<file path="src/hw/rtl/mtem_pkg.sv">
`default_nettype none

package mtem_pkg;

    localparam int SAMPLE_W   = 16;
    localparam int GAIN_W     = 16;
    localparam int DELAY_W    = 12;
    localparam int CFG_W      = 16;
    localparam int UNITY_GAIN = 32768;
    localparam int SAMPLE_MAX = 32767;
    localparam int SAMPLE_MIN = -32768;
    localparam int FRAC_BITS  = 15;

    // Operand source for one product term
    typedef enum logic [1:0] {
        SRC_MEM,    // delay-line read data
        SRC_CUR,    // current input sample
        SRC_ZERO    // entry never written since reset
    } t_src;

    // One multiply-accumulate step, issued once per cycle unless the datapath is held
    typedef struct packed {
        logic                       valid;
        logic                       first;
        logic                       last;
        t_src                       src;
        logic [GAIN_W-1:0]          gain;
        logic signed [SAMPLE_W-1:0] cur;
    } t_mac_op;

    // Finished mix, valid for one cycle unless held
    typedef struct packed {
        logic                       valid;
        logic signed [SAMPLE_W-1:0] sample;
        logic                       clipped;
    } t_mac_res;

endpackage

`default_nettype wire

</file>
<file path="src/hw/rtl/mtem_mac.sv">
`default_nettype none

// Shared multiplier, floor shift, accumulate and saturate.
module mtem_mac #(
    parameter int NUM_TAPS = 3
) (
    input  wire logic                                 i_clk,
    input  wire logic                                 i_rst_n,
    input  wire logic                                 i_adv,
    input  wire mtem_pkg::t_mac_op                    i_op,
    input  wire logic signed [mtem_pkg::SAMPLE_W-1:0] i_rdata,
    output mtem_pkg::t_mac_res                        o_res
);

    localparam int PROD_W = mtem_pkg::GAIN_W + 1 + mtem_pkg::SAMPLE_W;
    localparam int TERM_W = PROD_W - mtem_pkg::FRAC_BITS;
    localparam int ACC_W  = TERM_W + $clog2(NUM_TAPS + 1);
    localparam logic signed [ACC_W-1:0] HI = ACC_W'(mtem_pkg::SAMPLE_MAX);
    localparam logic signed [ACC_W-1:0] LO = ACC_W'(mtem_pkg::SAMPLE_MIN);

    logic                                 r_valid;
    logic                                 r_first;
    logic                                 r_last;
    logic signed [PROD_W-1:0]             r_prod;
    logic signed [ACC_W-1:0]              r_acc;

    logic signed [mtem_pkg::SAMPLE_W-1:0] sel_sample;
    logic signed [PROD_W-1:0]             n_prod;
    logic signed [TERM_W-1:0]             term;
    logic signed [ACC_W-1:0]              n_acc;

    always_comb begin
        case (i_op.src)
            mtem_pkg::SRC_MEM: sel_sample = i_rdata;
            mtem_pkg::SRC_CUR: sel_sample = i_op.cur;
            default:           sel_sample = '0;
        endcase
        n_prod = $signed({1'b0, i_op.gain}) * sel_sample;
    end

    // arithmetic shift right by 15 = floor
    assign term  = r_prod[PROD_W-1:mtem_pkg::FRAC_BITS];
    assign n_acc = (r_first ? ACC_W'(0) : r_acc) + ACC_W'(term);

    always_ff @(posedge i_clk) begin
        if (!i_rst_n) begin
            r_valid <= 1'b0;
        end else if (i_adv) begin
            r_valid <= i_op.valid;
        end
    end

    always_ff @(posedge i_clk) begin
        if (i_adv) begin
            r_first <= i_op.first;
            r_last  <= i_op.last;
            r_prod  <= n_prod;
            if (r_valid) begin
                r_acc <= n_acc;
            end
        end
    end

    always_comb begin
        o_res.valid   = r_valid && r_last;
        o_res.clipped = 1'b0;
        if (n_acc > HI) begin
            o_res.sample  = mtem_pkg::SAMPLE_W'(mtem_pkg::SAMPLE_MAX);
            o_res.clipped = 1'b1;
        end else if (n_acc < LO) begin
            o_res.sample  = mtem_pkg::SAMPLE_W'(mtem_pkg::SAMPLE_MIN);
            o_res.clipped = 1'b1;
        end else begin
            o_res.sample  = n_acc[mtem_pkg::SAMPLE_W-1:0];
        end
    end

endmodule

`default_nettype wire

</file>
<file path="config.mk">
export PLATFORM = sky130hd
export DESIGN_NAME = mtem_mac
export DESIGN_NICKNAME = d
export VERILOG_FILES = /design/src/hw/rtl/mtem_pkg.sv /design/src/hw/rtl/mtem_mac.sv
export SDC_FILE = /design/constraint.sdc
export NUM_CORES = 1
export LEC_CHECK = 0
export ABC_AREA = 1
export BUFFER_PORTS_ARGS = -buffer_cell sky130_fd_sc_hd__buf_2
export CAP_MARGIN = 20
export CORE_MARGIN = 2
export CORE_UTILIZATION = 25
export DETAILED_ROUTE_END_ITERATION = 6
export SLEW_MARGIN = 10
export SYNTH_ARGS = -nofsm -noshare
export SYNTH_HDL_FRONTEND = slang
export SYNTH_SLANG_ARGS = --single-unit
</file>
<file path="constraint.sdc">
create_clock -name i_clk -period 14.9 [get_ports i_clk]
set_clock_uncertainty 0.05 [all_clocks]
set_input_delay 0 -clock i_clk [delete_from_list [all_inputs] [get_ports i_clk]]
set_output_delay 0 -clock i_clk [all_outputs]
set_load 0.01 [all_outputs]
</file>
==> results of run 1 <==
how the worst max path moves through the flow:
stage | cells past startpoint | slack [ns] | endpoint
CTS | 24 | 8.40 | r_prod[32]
global placement | 28 | 8.22 | r_prod[31]
global route | 25 | 8.20 | r_prod[31]
floorplan | 27 | 9.35 | r_prod[31]
detailed placement | 28 | 8.09 | r_prod[31]
finish | 23 | 8.60 | r_prod[24]
per-layer routing:
metal,GRT usage,wire length (um),vias up
li1,-,-,4736
met1,0.194,15700,4670
met2,0.225,15100,300
met3,0.0158,1990,39
met4,0.0290,625,0
met5,0,0,-
stage by stage:
step / instance area (um^2) / cells
after floorplan: 11800 / 1554
after global placement: 12800 / 2208
after detailed placement: 12800 / 2209
after CTS: 13000 / 2221
final: 13000 / 2223
after global routing: 13000 / 2223
area by class of cell:
class | count | share of cell area
clock buffer | 6 | 0.00988
clock inverter | 2 | 0.000768
inverter | 400 | 0.115
multi-input combinational | 1082 | 0.687
sequential | 41 | 0.0937
tap | 607 | 0.0583
timing repair buffer | 85 | 0.0357
flip-flops by register name (all words and copies together), names as in the netlist:
signal	flops
r_acc	20
r_valid	1
r_last	1
r_first	1
r_prod	18
logic make-up after synthesis:
logic type	after synthesis
buf+inv	431
compound gates	102
flops	41
xor+xnor	28
simple gates	620
fa+ha+maj	332
synth_stat cells (all sizes together):
cell / instances
and2: 2
o21ai: 22
o211a: 2
nand3b: 2
clkinv: 6
o22ai: 9
dfxtp: 1
nand3: 32
xnor2: 14
a21o: 2
o31a: 1
nand2: 359
nand4: 6
a21oi: 52
o21bai: 5
xor2: 14
edfxtp: 40
buf: 10
fa: 194
a31oi: 4
a21boi: 2
nor4: 2
nor3: 15
inv: 394
ha: 138
nor2: 202
clkbuf: 21
o21a: 2
o221a: 1
power breakdown:
part           internal [mW]  total (mW)  switching, mW
registers              0.207       0.222         0.0150
logic                  0.547        1.55           1.01
clock network         0.0615       0.102         0.0409
total                  0.815        1.88           1.06
timing repair:
| action | 4_1_cts | 5_1_grt |
|---|---|---|
| setup buffers | 0 | 0 |
| endpoints found under the setup margin | 0 | 0 |
| endpoints found under the hold margin | 3 | 0 |
| hold buffers | 4 | 0 |
==> impl_metrics.env, run 1 <==
export IMPL_status="finished, final reports clean"
export IMPL_crit_start="i_op[32]"
export IMPL_ctsResizeCount=0
export IMPL_crit_family="adder cells"
export IMPL_seq_area_mm2=0.00122
export IMPL_final_common_cell="inv_1"
export IMPL_utilization=0.280
export IMPL_cts_made_buffers=5
export IMPL_vias_per_cell=4.38
export IMPL_htreeDepth=2
export IMPL_synth_area_mm2=0.0118
export IMPL_drt_total_wl_um=33400
export IMPL_hold_start="i_adv"
export IMPL_worstReg2RegEnd="r_acc[12]"
export IMPL_ant_nets=0
export IMPL_nNetsFinal=2003
export IMPL_tns_ns=0
export IMPL_clkTransAtPathRegs_ns=0.06
export IMPL_place_ws_ns=8.09
export IMPL_netlist_area_leader_share=0.329
export IMPL_grt_pass1_wl_um=54600
export IMPL_dr_pass1_iters=5
export IMPL_drc=0
export IMPL_startpoint_type="input port"
export IMPL_whs_endpoint="r_last"
export IMPL_yosysSeqAreaShare=0.103
export IMPL_reg2regPathDepth=10
export IMPL_drt_initial_drc_count=610
export IMPL_vias=9745
export IMPL_antennaDiodeCount=0
export IMPL_path_cells="buf_2 -> inv_2 -> nor2_4 -> inv_1 -> o22ai_1 -> nand2_1 -> fa_1 -> fa_1 -> fa_1 -> fa_1 -> inv_1 -> fa_1 -> fa_1 -> ha_1 -> nand2_1 -> nor2_1 -> nand4_1 -> o21ai_2 -> nand2_1 -> nand2_1 -> nand2_1 -> nand3_1 -> nand2_1"
export IMPL_avgSynthCellArea_um2=7.60
export IMPL_routabilityCongestion=0.932
export IMPL_critPathKind="in2reg"
export IMPL_p_per_area_mw_per_mm2=144
export IMPL_grt_overflow_total=0
export IMPL_period_share=0.423
export IMPL_worstMarginPinSlew_ns=1.04
export IMPL_clkLatencyLatePin_ns=0.28
export IMPL_synth_xor_xnor_area_share=0.0214
export IMPL_yosysTopAreaCell="fa_1"
export IMPL_cts_tree="built"
export IMPL_num_fill_cells=5052
export IMPL_grt_use_total=0.137
export IMPL_initial_core_util=0.254
export IMPL_maxCapViolCount=0
export IMPL_cp_slowest_cell="o22ai_1"
export IMPL_numPortBuffers=73
export IMPL_critPathMaxStageDelay_ns=0.82
export IMPL_cp_max_fo=12
export IMPL_grt_pass1_vias=10400
export IMPL_rsz0062_at_grt="no"
export IMPL_synth_top_family_by_area="adder cells"
export IMPL_cp_arrival_ns=6.27
export IMPL_die_w_um=221
export IMPL_synth_simple_area_share=0.213
export IMPL_fp_row_count=79
export IMPL_grt_max_degree=24
export IMPL_netlist_instances=1554
export IMPL_coreArea_mm2=0.0466
export IMPL_cts_root_buf="clkbuf_16"
export IMPL_die_y_um=221
export IMPL_holdPathStages=1
export IMPL_worstPathRequired_ns=14.87
export IMPL_synth_compound_area_share=0.0490
export IMPL_final_cell_mix="inv_1, nand2_1, nor2_1"
export IMPL_ir_worst_vdd_mv=0.0883
export IMPL_dieArea_mm2=0.0490
export IMPL_netlist_top_cells_area="fa_1, ha_1, inv_1, nand2_1, edfxtp_1"
export IMPL_fin_total_pwr_mw=1.88
export IMPL_worst_path_buf_inv=4
export IMPL_regToRegSetupSlack_ns=12.09
export IMPL_synthMuxAreaShare=0
export IMPL_multi_input_comb_area_mm2=0.00895
export IMPL_drive_above_1_share=0.0718
export IMPL_synth_warnings=0
export IMPL_max_freq_mhz=159
export IMPL_ys_ff_latch=41
export IMPL_cts_buffer_depth=2
export IMPL_finalHoldViolCount=0
export IMPL_setup_viol=0
export IMPL_min_path_type="in2reg"
export IMPL_ys_types=39
export IMPL_syn_nets=1942
export IMPL_cts_sinks=41
export IMPL_ios=74
export IMPL_dp_hpwl_um=28700
export IMPL_drt_wirelength_per_cell_um=15.0
export IMPL_timing_rr_start="r_first"
export IMPL_holdWs_ns=0.187
export IMPL_finalMaxSlewViolations=0
export IMPL_crit_path_end_kind="register"
export IMPL_grt_antenna_before_repair=0
export IMPL_synth_fa_ha_area_frac=0.475
export IMPL_slew_headroom=0.309
export IMPL_area_growth_pct=10.4
export IMPL_worst_slack_ns=8.60
export IMPL_leakage_nw=7.03
export IMPL_fin_crit_ns=6.30
Note: power is estimated with default switching activity, not from simulation.
==> run 2, diff against run 1 <==
--- a/config.mk
+++ b/config.mk
@@ -5,7 +5,7 @@
 export SDC_FILE = /design/constraint.sdc
 export NUM_CORES = 1
 export LEC_CHECK = 0
-export ABC_AREA = 1
+export ABC_AREA = 0
 export BUFFER_PORTS_ARGS = -buffer_cell sky130_fd_sc_hd__buf_2
 export CAP_MARGIN = 20
 export CORE_MARGIN = 2
==> constraint.sdc (replaced) <==
create_clock -name i_clk -period 6.3 [get_ports i_clk]
set_clock_uncertainty 0.05 [all_clocks]
set_input_delay 0 -clock i_clk [delete_from_list [all_inputs] [get_ports i_clk]]
set_output_delay 0 -clock i_clk [all_outputs]
set_load 0.01 [all_outputs]
==> impl_metrics.env, run 2 <==
export IMPL_cts_made_buffers=5
export IMPL_period_share=0.945
export IMPL_dr_pass1_iters=5
export IMPL_num_fill_cells=4894
export IMPL_grt_max_degree=23
export IMPL_rsz0062_at_grt="no"
export IMPL_syn_nets=1641
export IMPL_numPortBuffers=73
export IMPL_dp_hpwl_um=22700
export IMPL_drc=0
export IMPL_crit_family="adder cells"
export IMPL_critPathMaxStageDelay_ns=0.54
export IMPL_synth_common_cells="inv_1, fa_1, ha_1"
export IMPL_cp_max_fo=12
export IMPL_cp_arrival_ns=5.93
export IMPL_design_area_mm2=0.0130
export IMPL_routabilityCongestion=0.831
export IMPL_htreeDepth=2
export IMPL_initial_core_util=0.254
export IMPL_worst_path_buf_inv=7
export IMPL_vias=8388
export IMPL_cts_tree="built"
export IMPL_synth_fa_ha_area_frac=0.487
export IMPL_netlist_area_leader_share=0.337
export IMPL_synth_compound_area_share=0.0845
export IMPL_top_regs="r_acc: 20 flops, r_prod: 18 flops"
export IMPL_drt_wirelength_per_cell_um=13.7
export IMPL_dieArea_mm2=0.0479
export IMPL_finalMaxSlewViolations=0
export IMPL_synth_async_reset_ratio=0
export IMPL_clkTransAtPathRegs_ns=0.06
export IMPL_min_path_type="in2reg"
export IMPL_nNetsFinal=1729
export IMPL_cts_buffer_depth=2
export IMPL_die_y_um=219
export IMPL_coreArea_mm2=0.0455
export IMPL_final_cell_mix="inv_1, fa_1, ha_1"
export IMPL_final_common_cell="inv_1"
export IMPL_seq_area_mm2=0.00122
export IMPL_synth_most_common_cell="inv_1"
export IMPL_clkLatencyLatePin_ns=0.28
export IMPL_drt_total_wl_um=26700
export IMPL_largest_register="r_acc"
export IMPL_maxCapViolCount=0
export IMPL_ant_nets=0
export IMPL_fin_total_pwr_mw=4.24
export IMPL_area_growth_pct=12.5
export IMPL_startpoint_type="input port"
export IMPL_synth_area_mm2=0.0115
export IMPL_ir_worst_vdd_mv=0.225
export IMPL_netlist_top_cells_area="fa_1, ha_1, edfxtp_1, inv_1, and2_1"
export IMPL_synthMuxAreaShare=0.0156
export IMPL_leakage_nw=6.59
export IMPL_yosysTopAreaCell="fa_1"
export IMPL_netlist_instances=1253
export IMPL_ios=74
export IMPL_synth_edf_count=40
export IMPL_finalHoldViolCount=0
export IMPL_synthFlopType="edfxtp_1"
export IMPL_timing_rr_start="r_first"
export IMPL_dpl_instance_area_mm2=0.0128
export IMPL_post_cts_buffers=0
export IMPL_worstPathRequired_ns=6.28
export IMPL_fin_crit_ns=5.96
export IMPL_grt_use_total=0.115
export IMPL_max_freq_mhz=168
export IMPL_crit_start="i_op[32]"
export IMPL_slew_headroom=0.327
export IMPL_critPathKind="in2reg"
export IMPL_cp_slowest_cell="fa_1"
export IMPL_hold_start="i_adv"
export IMPL_worstMarginPinSlew_ns=1.01
export IMPL_dp_cells=1930
export IMPL_die_w_um=219
export IMPL_largest_reg_flops=20
export IMPL_ys_types=62
export IMPL_setup_viol=0
export IMPL_crit_path_end_kind="register"
export IMPL_grt_overflow_total=0
export IMPL_stdcell_count=1943
export IMPL_yosysSeqAreaShare=0.106
export IMPL_p_per_area_mw_per_mm2=327
export IMPL_cts_root_buf="clkbuf_16"
export IMPL_utilization=0.285
export IMPL_synth_simple_area_share=0.166
export IMPL_vias_per_cell=4.32
export IMPL_grt_pass1_wl_um=45300
export IMPL_cts_sinks=41
export IMPL_critPathMostFrequentCell="fa_1"
export IMPL_synth_warnings=0
export IMPL_grt_pass1_vias=8974
export IMPL_ys_ff_latch=41
export IMPL_fp_row_count=78
export IMPL_drive_above_1_share=0.118
export IMPL_drt_initial_drc_count=323
export IMPL_synth_xor_xnor_area_share=0.0303
export IMPL_synth_top_family_by_area="adder cells"
export IMPL_status="finished, final reports clean"
export IMPL_grt_antenna_before_repair=1
export IMPL_multi_input_comb_area_mm2=0.00903
export IMPL_avgSynthCellArea_um2=9.20
## run 2: cell types whose count changed after synthesis, moves of 18 or more
| cell | previous run | this run |
|---|---|---|
| mux2i_1 | 0 | 18 |
| a21oi_1 | 52 | 28 |
| clkbuf_1 | 21 | 39 |
| inv_1 | 389 | 269 |
| nor2b_1 | 0 | 23 |
| nand3_1 | 28 | 9 |
| and2_1 | 2 | 121 |
| nor2_1 | 197 | 41 |
| nand2_1 | 350 | 136 |
| a21o_1 | 2 | 32 |
## run 2: cells by family after synthesis
kind of cell,Yosys count
adders and majority gates,332
AOI/OAI and AO/OA,133
DFF,41
xor gates and xnor gates,36
and+or+nand+nor,374
buffers and inverters,319
muxes,18
## run 2: layout make-up
cell class	instances	share of cell area
inverter	269	0.0778
multi-input combinational	893	0.696
clock buffer	5	0.00964
clock inverter	3	0.00164
antenna	1	0.000193
tap	600	0.0579
sequential	41	0.0941
timing repair buffer	131	0.0625
## run 2: worst paths after layout
| path | end | slack [ns] | cells past startpoint |
|---|---|---|---|
| max | r_prod[26] | 0.34 | 25 |
| min | r_last | 0.18 | 1 |
| max reg2reg | r_acc[18] | 2.75 | 10 |
| min reg2reg | r_acc[0] | 0.61 | 1 |
## run 2: routing by layer
metal / up-vias / GRT usage / routed length, um
li1: 4057 / - / -
met2: 200 / 0.179 / 11500
met3: 12 / 0.0116 / 1170
met1: 4119 / 0.175 / 13900
met5: - / 0 / 0
met4: 0 / 0.0151 / 163
## run 2: through the flow
step | hold WS [ns] | worst slack (ns) | TNS [ns]
2_1_floorplan | 0.0489 | 0.0496 | 0
3_3_place_gp | 0.131 | -0.0977 | -0.243
3_5_place_dp | 0.129 | -0.256 | -1.03
4_1_cts | 0.190 | 0.0226 | 0
5_1_grt | 0.205 | 0.0700 | 0
6_report | 0.180 | 0.344 | 0
## run 2: timing repair
item	4_1_cts	5_1_grt
hold buffers	4	0
endpoints found under the setup margin	0	7
gates resized for setup	0	2
endpoints found under the hold margin	3	0
## run 2: worst register-to-register path, delay by kind of cell (launching register included)
family	cells	cell delay [ns]
compound gates	5	1.22
flops	1	0.84
fa+ha+maj	2	0.69
xor+xnor	1	0.27
simple gates	1	0.15
buf+inv	1	0.08
## run 2: where the power goes
part           internal (mW)  switching (mW)
sequential             0.489          0.0344
clock                  0.147           0.106
combinational           1.54            1.93
total                   2.17            2.07
